### src/sv/bgi_pkg.sv
// shared types, constants and field layout of the bilinear grid interpolator
// depends on nothing; every other file of the block imports it
package bgi_pkg;

  localparam int MAX_COLUMNS = 64;
  localparam int MAX_ROWS    = 64;
  localparam int FRAC_BITS   = 16;

  localparam int VAL_W    = 32;
  localparam int SIZE_W   = 7;
  localparam int COL_W    = $clog2(MAX_COLUMNS);
  localparam int ROW_W    = $clog2(MAX_ROWS);
  localparam int AXI_W    = (COL_W > ROW_W) ? COL_W : ROW_W;
  localparam int PROD_W   = 2 * (VAL_W + 1);
  localparam int POS_W    = 2 * VAL_W + 1 - FRAC_BITS;
  localparam int IDX_W    = POS_W - FRAC_BITS;
  localparam int FRAC_W   = POS_W + 1;
  localparam int LIM_SH   = 60;
  localparam int RES_W    = LIM_SH + 2;
  localparam int DA_W     = RES_W + 1;
  localparam int MA_W     = RES_W;
  localparam int MB_W     = FRAC_W;
  localparam int SPLIT    = 32;
  localparam int P_W      = MA_W + MB_W;
  localparam int MUL_LAT  = 4;

  localparam int NBANK      = 4;
  localparam int BANK_W     = 2;
  localparam int BA_W       = (COL_W - 1) + (ROW_W - 1);
  localparam int BANK_DEPTH = 1 << BA_W;

  localparam int QUEUE_DEPTH = 4;
  localparam int QPTR_W      = $clog2(QUEUE_DEPTH);
  localparam int QCNT_W      = QPTR_W + 1;

  localparam int IN_TDATA_W  = 112;
  localparam int IN_TUSER_W  = 3;
  localparam int OUT_TDATA_W = 32;
  localparam int OUT_TUSER_W = 2;
  localparam int CFG_IDX_W   = 3;

  localparam logic signed [FRAC_W-1:0] ONE_FX = FRAC_W'(1 << FRAC_BITS);

  typedef enum logic [1:0] {
    CMD_LOAD    = 2'd0,
    CMD_VALUE   = 2'd1,
    CMD_SLOPE_X = 2'd2,
    CMD_SLOPE_Y = 2'd3
  } cmd_t;

  localparam logic [1:0] ST_OK   = 2'd0;
  localparam logic [1:0] ST_SAT  = 2'd1;
  localparam logic [1:0] ST_LOAD = 2'd2;

  localparam logic [CFG_IDX_W-1:0] CFG_X_ORIGIN = 3'd0;
  localparam logic [CFG_IDX_W-1:0] CFG_Y_ORIGIN = 3'd1;
  localparam logic [CFG_IDX_W-1:0] CFG_X_INV    = 3'd2;
  localparam logic [CFG_IDX_W-1:0] CFG_Y_INV    = 3'd3;
  localparam logic [CFG_IDX_W-1:0] CFG_COLS     = 3'd4;
  localparam logic [CFG_IDX_W-1:0] CFG_ROWS     = 3'd5;

  typedef struct packed {
    logic [VAL_W-1:0]  x_origin;
    logic [VAL_W-1:0]  y_origin;
    logic [VAL_W-1:0]  x_inv;
    logic [VAL_W-1:0]  y_inv;
    logic [SIZE_W-1:0] cols;
    logic [SIZE_W-1:0] rows;
  } cfg_t;

  // one classified item on its way to the table side
  typedef struct packed {
    cmd_t                     cmd;
    logic [AXI_W-1:0]         cl;
    logic [AXI_W-1:0]         cr;
    logic [AXI_W-1:0]         rb;
    logic [AXI_W-1:0]         rt;
    logic signed [FRAC_W-1:0] fx;
    logic signed [FRAC_W-1:0] fy;
    logic [VAL_W-1:0]         load_value;
  } q_entry_t;

endpackage

### src/sv/bgi_queue.sv
// short item queue between the front and the back of the interpolator
// depends on bgi_pkg
module bgi_queue (
  input  logic              clk,
  input  logic              rst_n,
  input  logic              push,
  input  bgi_pkg::q_entry_t push_data,
  input  logic              pop,
  output bgi_pkg::q_entry_t pop_data,
  output logic              full,
  output logic              empty
);
  import bgi_pkg::*;

  q_entry_t            mem_r [QUEUE_DEPTH];
  logic [QPTR_W-1:0]   wr_ptr_r;
  logic [QPTR_W-1:0]   rd_ptr_r;
  logic [QCNT_W-1:0]   count_r;
  logic [QCNT_W-1:0]   count_nxt;

  assign full     = (count_r == QCNT_W'(QUEUE_DEPTH));
  assign empty    = (count_r == '0);
  assign pop_data = mem_r[rd_ptr_r];

  always_comb begin
    count_nxt = count_r;
    if (push && !pop) begin
      count_nxt = count_r + 1'b1;
    end else if (pop && !push) begin
      count_nxt = count_r - 1'b1;
    end
  end

  always_ff @(posedge clk) begin
    if (!rst_n) begin
      wr_ptr_r <= '0;
      rd_ptr_r <= '0;
      count_r  <= '0;
    end else begin
      if (push) begin
        wr_ptr_r <= wr_ptr_r + 1'b1;
      end
      if (pop) begin
        rd_ptr_r <= rd_ptr_r + 1'b1;
      end
      count_r <= count_nxt;
    end
  end

  always_ff @(posedge clk) begin
    if (push) begin
      mem_r[wr_ptr_r] <= push_data;
    end
  end

endmodule

### config.mk
export PLATFORM = sky130hd
export DESIGN_NAME = bgi_queue
export DESIGN_NICKNAME = d
export VERILOG_FILES = /design/src/sv/bgi_pkg.sv /design/src/sv/bgi_queue.sv
export SDC_FILE = /design/constraint.sdc
export NUM_CORES = 1
export LEC_CHECK = 0
export ABC_AREA = 1
export ABC_CLOCK_PERIOD_IN_PS = 6400
export BUFFER_PORTS_ARGS = -buffer_cell sky130_fd_sc_hd__buf_4
export CORE_MARGIN = 10
export CORE_UTILIZATION = 30
export CTS_BUF_LIST = sky130_fd_sc_hd__clkbuf_16
export CTS_CLUSTER_DIAMETER = 40
export DETAILED_ROUTE_END_ITERATION = 16
export HOLD_SLACK_MARGIN = 0.06
export PLACE_DENSITY = 0.53
export RECOVER_POWER = 50
export SLEW_MARGIN = 0
export SYNTH_ARGS = -nofsm -noshare
export SYNTH_HDL_FRONTEND = slang
export SYNTH_SLANG_ARGS = --single-unit
export TNS_END_PERCENT = 30
### constraint.sdc
create_clock -name clk -period 6.4 [get_ports clk]
set_input_delay 0.64 -clock clk [delete_from_list [all_inputs] [get_ports clk]]
set_output_delay 0.64 -clock clk [all_outputs]
set_load 0.05 [all_outputs]
[Word-level counts from Yosys, hierarchy flattened]
Memories as Yosys holds them, arrays and structs flattened. A register that Yosys moved wholly into a read port is not among the register bits.
Cells that the tools add are included.
Storage, ports and cells
  bits in registers: 7
  memory bits (writable): 632
  memories: 1
Operators by class
  add/subtract/negate cells: 4
  eq/ne operators: 1
  mux-type cells: 6
  reduce and logical (&&, ||, !) cells: 6
Memories
  mem_r: words 4, width 158, rd ports 1, clocked after Yosys merged registers in 1, wr ports 1, line bgi_queue.sv:15  | q_entry_t mem_r [QUEUE_DEPTH];
Operator list (count)
  $mux W3: 2
  $add A2 B1 Y2 const B: 2
  $mux W2: 2
  $add A3 B1 Y3 const B: 1
  $eq A3 B3 Y1 const B: 1
  $logic_not A3 Y1: 1
  $sub A3 B1 Y3 const B: 1
  $logic_and A1 B1 Y1: 2
  $logic_not A1 Y1: 2
  $mux W1: 2
  $reduce_bool A2 Y1: 1

[Depth between registers and ports, before layout]
Gate-level depths: netlist of the first run.
  depth in word-level cells: 4
  depth in mapped cells: 10
  depth with buffers taken out: 10

[Least setup slack after synthesis of the first run]
OpenSTA, ideal clock, no wires.
  path type: input-to-reg
  start point: in push
  end point: mem mem_r[2][0] (netlist bit), enable pin
  data arrival time: 3.712 ns
  data required time: 5.890 ns
  slack: 2.178 ns
  cell stages on the path: 2
  path buffers: 0
  path through: nand2_1 -> inv_1
On the way
  cells in the longest elaborated chain, start to end: 2
RTL lines
  from (decl): line bgi_queue.sv:6  | input logic push,
  $mux W1: line bgi_queue.sv:51  | if (push) begin
  $mux W1 (implied by the code): line bgi_queue.sv:52  | mem_r[wr_ptr_r] <= push_data;
  to (decl): line bgi_queue.sv:15
Every way passes these cells.

==> results.md, run 1 <==
* Post-CTS Setup Inserts at 0
* CTS tree: done
* Share of the synthesized area in the top cell type at 79.6%
* # hold bufs at CTS at 0
* Async S/R FF share, synth at 0%
* Initial antenna violation count at 12
* Routability Congestion at 0.713
* Routed Wire Length at 60.6 mm
* DRT antenna net count at 0
* Max IR drop VDD at 0.229 mV
* Final number of setup-violating endpoints at 0
* I/O pins at 322
* Synth top area cells: edfxtp_1, nor2_1, o21ai_0, o22ai_1, o21ai_1
* Largest net degree at the start of global routing at 174
* RSZ-0062 raised after global routing: no
* Root buffer cell: clkbuf_16
* Num CTS Buffers at 99
* Lkg Pwr at 10.0 nW
* Setup Skew at 18.3 ps
* Syn-to-layout area delta at 25.7%
* Die height at 302 um
* Fraction of layout cells with a size suffix above 1 at 17.3%
* Vias per cell at 4.74
* Initial drt markers at 694
* Vias in the first global route at 14804
* Max cap viols at 1
* Die area at 91100 um^2
* DP Cell Count at 2865
* Top-count cell post-synth: edfxtp_1
* Max-slew headroom at the worst pin at -11.5%
* Final HPWL DP at 33.5 mm
* Worst-path clk slew at 50 ps
* Average cell area after synthesis at 15.0 um^2
* Cells after synthesis at 1585
* Via count at 14456
* Measured slew at the worst slew-check pin at 1660 ps
* Tmin final at 4020 ps
* DRT Pass-1 Iters at 4
* Clk sinks at 641
* Max clock buf depth at 3
* DRC Markers at 0
* Core Region at 78900 um^2
* Placement Rows at 103
* Netlist cell types at 21
* Fin. max-slew vios at 30
* Syn_nets at 1753
* Final hold violation count at 0
* Die width at 302 um
* Drt wl/cell at 19.9 um
* Total number of yosys warnings at 0
* Worst Setup Path Type: flop to output port
* Worst Path Max Fanout at 173
* Ant. Diodes at 0
* Status: finished with violations
* Initial core utilization at 30.2%
* Port Buf Inserts at 321
* Register area share after synthesis at 80.4%
* Top_reg_cell synth: edfxtp_1
* Part of the cycle the worst path needs at 62.8%
* H-tree levels at 3
* Overflow after GRT at 0
* Total Nets Final at 2084
* Total power at 11.6 mW
* Max Clock Freq at 0.249 GHz
* Synth area leader: edfxtp_1
* Worst EP required at 5760 ps
* Crit path DAT at 3380 ps
* Crit. End Element: output port
* Clk Latency, worst-skew pair at 650 ps
* First-pass GRT wire length at 89.9 mm
* Setup crit start kind: flop
* HP Class: primary input to flop
* Pwr Density at 389 nW/um^2
* Non-filler instance count after layout at 3048
* Number of synthesized register bits at 641
* Failing checks: capacitance limit, slew limit
* Synth Cell Area at 23800 um^2
* Fin Setup TNS at 0 ps
* Number of synthesized flops with an enable pin at 632
* GRT Total Usage at 12.8%
* Most frequent cells after synthesis: edfxtp_1, nor2_1, o21ai_0
* Post-cts gate resize count at 0
## report_power, final
group	total, mW	switching (mW)	internal, mW
clock network	5.45	1.97	3.47
registers	4.86	0.0487	4.81
logic	1.34	1.01	0.326
total	11.6	3.04	8.61
## state kept, by name, summed over array words and instances (netlist names), named ones only
signal and flops:
wr_ptr_r 2, rd_ptr_r 2, mem_r 632, count_r 3
## final timing paths
path / startpoint / to / slack (ps) / depth (start not counted)
worst max register to register: wr_ptr_r[0] / mem_r[3][92] / 3210 / 4
worst max-delay path: flop / pop_data[46] / 2380 / 5
worst min-delay path: push_data[58] / mem_r[1][58] / 250 / 1
worst min register to register: rd_ptr_r[1] / flop / 440 / 1
## final cells by class
cell class	instances	area, um^2
clock inverters	84	972
fillers	7485	48900
clock buffers	99	2480
inverters	17	90.1
well taps	1050	1310
flip-flops and latches	641	19200
repair buffers	333	1980
multi-input cells	824	3960
## through the flow
stage | util, % | worst slack, ps | hold WS, ps | instance area (um^2)
5_1_grt | 38.0 | 2120 | 225 | 30000
3_5_place_dp | 34.4 | 3040 | 432 | 27100
6_report | 38.0 | 2380 | 248 | 30000
2_1_floorplan | - | 2180 | 412 | 23800
3_3_place_gp | 34.4 | 3100 | 423 | 27100
4_1_cts | 38.7 | 2340 | 137 | 30600
## layer usage
metal	wire, um	global-route usage, %
met1	24100	15.0
met2	30400	22.0
met3	4570	4.19
met4	1400	4.41
met5	131	0
## critical path, stage by stage (launching register included)
cell,delay [ps]
dfxtp_4,520
inv_8,610
buf_12,430
o21ai_0,160
o22ai_1,230
buf_4,250
## cells in the final DEF, fill, tap and decap left out, types with 10 or more instances in the layout
cell       instances
edfxtp_1         632
nor2_1           321
o21ai_0          237
buf_4            169
o22ai_1          158
clkbuf_1         158
clkbuf_16         99
o21ai_1           85
inv_1             21
bufinv_16         15
clkinv_2          14
inv_6             12
clkinv_1          10
## cell families (layout without fill, tap and decap cells)
group	after synthesis	in the layout	synth area share (%)
DFF	641	641	80.4
AOI/OAI and AO/OA	484	484	11.0
and+or+nand+nor	334	334	5.28
buffers and inverters	120	533	3.02
adders and majority gates	6	6	0.346
No activity file was read; power rests on OpenSTA's default activity.
==> run 2: changes to the inputs <==
--- a/config.mk
+++ b/config.mk
@@ -6,7 +6,7 @@
 export NUM_CORES = 1
 export LEC_CHECK = 0
 export ABC_AREA = 1
-export ABC_CLOCK_PERIOD_IN_PS = 6400
+export ABC_CLOCK_PERIOD_IN_PS = 3900
 export BUFFER_PORTS_ARGS = -buffer_cell sky130_fd_sc_hd__buf_4
 export CORE_MARGIN = 10
 export CORE_UTILIZATION = 30
==> constraint.sdc (replaced) <==
create_clock -name clk -period 3.9 [get_ports clk]
set_input_delay 0.39 -clock clk [delete_from_list [all_inputs] [get_ports clk]]
set_output_delay 0.39 -clock clk [all_outputs]
set_load 0.05 [all_outputs]
==> run 2 against run 1 <==
Against the previous run:
- the run still ends with capacitance limit, slew limit left
- sequential power is 64% higher
- combinational power is 76% higher
- flip-flop and latch count stayed put
- first-iteration DRC count is 20% higher
- sequential share of layout area is 2.9 points lower
- setup slack worse by 1800 ps
- total power is 59% higher
- global-route usage is 0.46 points higher
- design area is 4.7% higher
- non-clock buffer count is 168 higher
- critical path depth is 1 lower
- core utilization is 1.8 points higher
- critical endpoint is now pop_data[82]
- largest power group unchanged
==> results.md, run 2 (synthesized netlist as in run 1, its figures left out) <==
* Syn-to-layout area delta at 31.6%
* Worst EP required at 3510 ps
* FF+latch area at 19200 um^2
* Initial core utilization at 30.2%
* Fin Setup TNS at 0 ps
* Overflow after GRT at 0
* Placement Rows at 103
* Max clock buf depth at 3
* Num CTS Buffers at 95
* R2R Setup Slk at 870 ps
* Port Buf Inserts at 321
* Vias per cell at 4.69
* Fraction of layout cells with a size suffix above 1 at 16.2%
* Worst Path Max Fanout at 224
* Initial drt markers at 835
* Final instance area at 31400 um^2
* Reg2Reg Depth at 4
* Part of the cycle the worst path needs at 84.4%
* WP depth at 4
* Max reg flops at 632
* Via count at 15072
* First-pass GRT wire length at 94.4 mm
* CTS tree: done
* Cells along the critical path: buf_12, o21ai_0, o22ai_1, buf_4
* Multi-input logic area at 3960 um^2
* Die area at 91100 um^2
* Vias in the first global route at 16027
* Fin. max-slew vios at 156
* Total Nets Final at 2248
* Die height at 302 um
* H-tree levels at 3
* Setup crit start kind: flop
* Setup Skew at 24.9 ps
* Critical path's slowest cell: buf_12
* GRT Total Usage at 13.3%
* HP Class: primary input to flop
* DRT antenna net count at 0
* Worst-path clk slew at 60 ps
* # fillers at 7425
* Total power at 18.5 mW
* Measured slew at the worst slew-check pin at 1770 ps
* Most frequent cells in the layout: edfxtp_1, nor2_1, o21ai_0, buf_4, dlygate4sd3_1
* Status: finished with violations
* CP top delay family: buffers and inverters
* R2R Path End: mem_r[3][142]
* RSZ-0062 raised after global routing: no
* Post-cts gate resize count at 0
* Largest registers: mem_r: 632 flops, count_r: 3 flops
* Crit. End Element: output port
* Crit path DAT at 2900 ps
* Lkg Pwr at 10.6 nW
* Core Region at 78900 um^2
* Tmin final at 3290 ps
* Die width at 302 um
* Pwr Density at 589 nW/um^2
* Clk sinks at 641
* Routed Wire Length at 62.0 mm
* Reg-to-Reg Start: wr_ptr_r[0]
* Root buffer cell: clkbuf_16
* Final hold violation count at 0
* Initial antenna violation count at 5
* Max cap viols at 2
* Min-delay src: push
* Drt wl/cell at 19.3 um
* Post-place instance area at 27200 um^2
* Max-slew headroom at the worst pin at -17.8%
* DRC Markers at 0
* Worst Setup Path Type: flop to output port
* Max Clock Freq at 0.304 GHz
* Commonest non-fill, non-tap cell in the layout: edfxtp_1
* Failing checks: capacitance limit, slew limit
* I/O pins at 322
* Largest stage delay, worst path at 400 ps
* Clk Latency, worst-skew pair at 650 ps
* Largest net degree at the start of global routing at 225
* CP bufs+invs at 2
* Routability Congestion at 0.731
* Post-CTS Setup Inserts at 0
* Final HPWL DP at 34.3 mm
* Final number of setup-violating endpoints at 0
* Worst Setup EP: pop_data[82]
* DRT Pass-1 Iters at 5
* Max IR drop VDD at 0.397 mV
* Hold_ws at 119 ps
* Largest Register: mem_r
## run 2: cell types whose count changed in the layout (fill, tap and decap cells not counted), sizes merged
cell         delta
bufinv         -10
clkinv          -2
diode           +1
dlygate4sd3   +160
clkbuf          -2
inv             -2
buf             +7
clkinvlp       +13
## run 2: through the flow
| step | setup WS [ps] | cells | utilization (%) |
|---|---|---|---|
| 6_report | 610 | 3213 | 39.8 |
| 5_1_grt | 468 | 3213 | 39.8 |
| 4_1_cts | 539 | 3212 | 40.6 |
| 3_5_place_dp | 1240 | 2873 | 34.5 |
| 3_3_place_gp | 1280 | 2873 | 34.5 |
| 2_1_floorplan | -214 | 1585 | - |
## run 2: per-layer routing
layer | GRT usage, % | up-vias | wire length [um]
met5 | 0 | - | 34
met4 | 4.41 | 6 | 1490
met3 | 3.73 | 107 | 4070
met2 | 23.2 | 402 | 31500
met1 | 15.6 | 7500 | 24900
li1 | - | 7057 | -
## run 2: repair_timing
item	CTS	global route
hold endpoints to repair	640	0
hold buffers	160	0
setup endpoints to repair	0	0
## run 2: cell type report
type | count | share of cell area, %
Multi-Input combinational cell | 824 | 12.6
Clock buffer | 96 | 7.65
Inverter | 17 | 0.291
Sequential cell | 641 | 61.1
Antenna cell | 1 | 0.00797
Timing Repair Buffer | 501 | 11.8
Tap cell | 1050 | 4.19
Clock inverter | 83 | 2.38
## run 2: worst min path at each step
stage	endpoint	slack (ps)	depth (start not counted)
floorplan	flop	410	1
global placement	flop	410	1
detailed placement	flop	420	1
CTS	wr_ptr_r[0]	80	3
global route	wr_ptr_r[0]	130	3
finish	wr_ptr_r[0]	120	3
## run 2: power breakdown
| group | internal (mW) | leakage (nW) | switching (mW) | total [mW] |
|---|---|---|---|---|
| registers | 7.89 | 5.88 | 0.0722 | 7.96 |
| logic | 0.652 | 3.15 | 1.71 | 2.36 |
| clock network | 4.92 | 1.53 | 3.23 | 8.16 |
## run 2: tightest hold or removal path, stage by stage
cell,delay (ps)
buf_4,140
inv_1,100
a21oi_1,70
==> run 3: changes to the inputs <==
--- a/config.mk
+++ b/config.mk
@@ -5,8 +5,8 @@
 export SDC_FILE = /design/constraint.sdc
 export NUM_CORES = 1
 export LEC_CHECK = 0
-export ABC_AREA = 1
-export ABC_CLOCK_PERIOD_IN_PS = 3900
+export ABC_AREA = 0
+export ABC_CLOCK_PERIOD_IN_PS = 3100
 export BUFFER_PORTS_ARGS = -buffer_cell sky130_fd_sc_hd__buf_4
 export CORE_MARGIN = 10
 export CORE_UTILIZATION = 30
==> constraint.sdc (replaced) <==
create_clock -name clk -period 3.1 [get_ports clk]
set_input_delay 0.31 -clock clk [delete_from_list [all_inputs] [get_ports clk]]
set_output_delay 0.31 -clock clk [all_outputs]
set_load 0.05 [all_outputs]
==> run 3 against run 2 <==
Against the previous run:
- the flow now finishes without violations
- cell count is 20% lower
- total power is 28% higher
- combinational power is 39% higher
- flip-flop and latch count stayed put
- non-clock buffer count is 27 higher
- critical path depth stayed put
- setup slack worse by 240 ps
- synthesized cell count is 45% lower
- largest cell class unchanged
- largest power group unchanged
==> results.md, run 3 <==
* DRC Markers at 0
* Async S/R FF share, synth at 0%
* WP depth at 4
* Post-place instance area at 27200 um^2
* Final HPWL DP at 34.3 mm
* Cells after synthesis at 869
* Fin. max-slew vios at 0
* Clk sinks at 641
* Largest Register: mem_r
* I/O pins at 322
* Via count at 11289
* Root buffer cell: clkbuf_16
* Reg2Reg Depth at 3
* Max cap viols at 0
* Post-CTS Setup Inserts at 0
* Register area share after synthesis at 82.4%
* Port Buf Inserts at 321
* Cells along the critical path: buf_12, buf_12, mux4_2, buf_4
* Status: completed
* # hold bufs at CTS at 162
* Cell mode on critical path: buf_12
* Worst-path clk slew at 50 ps
* DRT Pass-1 Iters at 4
* Die area at 89100 um^2
* Worst Setup Path Type: flop to output port
* Initial antenna violation count at 7
* Most frequent cells after synthesis: edfxtp_1, mux4_2, buf_2
* Netlist cell types at 21
* Part of the cycle the worst path needs at 87.9%
* R2R Path End: mem_r[1][139]
* Worst Path Max Fanout at 20
* Setup crit start kind: flop
* Largest net degree at the start of global routing at 55
* Placement Rows at 102
* Final hold violation count at 0
* Share of the synthesized area in the top cell type at 81.6%
* Initial drt markers at 604
* Total Nets Final at 1622
* DP Cell Count at 2239
* Drt wl/cell at 20.8 um
* Top_reg_cell synth: edfxtp_1
* Lkg Pwr at 10.4 nW
* CP top delay family: buffers and inverters
* Vias in the first global route at 12664
* Average cell area after synthesis at 26.8 um^2
* Pwr Density at 755 nW/um^2
* Syn-to-layout area delta at 35.0%
* Worst Setup EP: pop_data[152]
* Core Region at 77200 um^2
* Number of synthesized flops with an enable pin at 632
* Worst EP required at 2790 ps
* RSZ-0062 raised after global routing: no
* Total number of yosys warnings at 0
* CP bufs+invs at 3
* Max reg flops at 632
* Top-count cell post-synth: edfxtp_1
* Overflow after GRT at 0
* Die height at 298 um
* Vias per cell at 4.39
* Max clock buf depth at 3
* CTS tree: done
* H-tree levels at 3
* Routed Wire Length at 53.6 mm
* HP Class: primary input to flop
* Crit. End Element: output port
* Num CTS Buffers at 91
* Largest stage delay, worst path at 550 ps
* Number of synthesized register bits at 641
* Initial core utilization at 30.1%
* Routability Congestion at 0.698
* Synth area leader: edfxtp_1
* Synth top area cells: edfxtp_1, mux4_2, dfxtp_1, buf_6, buf_2
* Non-filler instance count after layout at 2574
* Reg-to-Reg Start: wr_ptr_r[0]
* Clk Latency, worst-skew pair at 620 ps
* First-pass GRT wire length at 81.1 mm
* Max IR drop VDD at 0.441 mV
* Measured slew at the worst slew-check pin at 1370 ps
* Final instance area at 31400 um^2
* GRT Total Usage at 12.0%
* Max Clock Freq at 0.367 GHz
* Final number of setup-violating endpoints at 0
* Post-cts gate resize count at 0
* DRT antenna net count at 0
* Most frequent cells in the layout: edfxtp_1, buf_4, dlygate4sd3_1, clkbuf_1, mux4_2
* Fraction of layout cells with a size suffix above 1 at 34.0%
* Max-slew headroom at the worst pin at 8.76%
* Die width at 298 um
* Syn_nets at 1037
* Commonest non-fill, non-tap cell in the layout: edfxtp_1
* Setup Skew at 14.3 ps
* Synth Cell Area at 23300 um^2
* R2R Setup Slk at 700 ps
* Crit path DAT at 2420 ps
* Tmin final at 2730 ps
* Critical path's slowest cell: mux4_2
* Largest registers: mem_r: 632 flops, count_r: 3 flops
[run 3: changes by cell type in the layout (fill, tap and decap cells not counted), sizes merged, moves of 3 or more]
cell / change
nor2: -321
o21ai: -321
mux4: +158
o22ai: -158
buf: +24
inv: -17
clkinvlp: -13
and2: +9
nand2: -8
bufinv: +7
clkinv: +5
a21oi: -4
clkbuf: -3
xor2: +3
[run 3: how the worst min path moves through the flow]
stage | startpoint | endpoint | slack, ps | cells after the start
after floorplan | push_data[0] | mem_r[0][0] | 410 | 0
after global placement | count_r[2] | count_r[2] | 490 | 2
after detailed placement | count_r[2] | count_r[2] | 510 | 2
after CTS | push_data[85] | mem_r[2][85] | 370 | 2
after global routing | push_data[149] | mem_r[2][149] | 480 | 2
final | push_data[90] | mem_r[3][90] | 490 | 2
[run 3: area by class of cell]
cell class	count	area (um^2)
timing repair buffer	528	3960
multi-input combinational	188	3810
clock buffer	92	2300
tap	1040	1300
fill	6888	45800
clock inverter	78	846
sequential	641	19200
inverter	4	15.0
antenna	3	7.51
[run 3: logic make-up (layout without fill, tap and decap cells)]
logic type	count (synthesis)	after routing	synth area share (%)
fa+ha+maj	6	6	0.355
mux	160	160	15.4
flops	641	641	82.4
simple gates	15	15	0.393
compound gates	2	2	0.0538
xor+xnor	5	5	0.188
buf+inv	40	702	1.25
other cells	0	3	0
[run 3: worst register-to-register path, cell delays in order (launching register included)]
cell,delay [ps]
dfxtp_1,390
ha_1,160
and2_2,1050
buf_4,480
[run 3: where the power goes]
group	internal, mW	leakage, nW	total (mW)	switching, mW
Sequential	9.97	5.88	10.1	0.0995
Clock	6.50	1.56	10.4	3.86
Combinational	1.16	2.92	3.27	2.11
Total	17.6	10.4	23.7	6.07
[run 3: per-layer routing]
layer / GRT usage [%] / routed length, um
met5: 0 / 33
met4: 4.00 / 1150
met3: 3.87 / 3810
met2: 20.1 / 27200
met1: 14.4 / 21400
[run 3: stage by stage]
step           power [mW]  utilization (%)  hold slack, ps  setup TNS, ps  worst slack, ps
2_1_floorplan        12.3                -             409        -495300            -1570
3_3_place_gp         13.5             35.3             492              0              939
3_5_place_dp         13.5             35.3             508              0              940
4_1_cts              24.2             41.5             369              0              259
5_1_grt              24.6             40.7             479              0              211
6_report             23.7             40.7             485              0              374
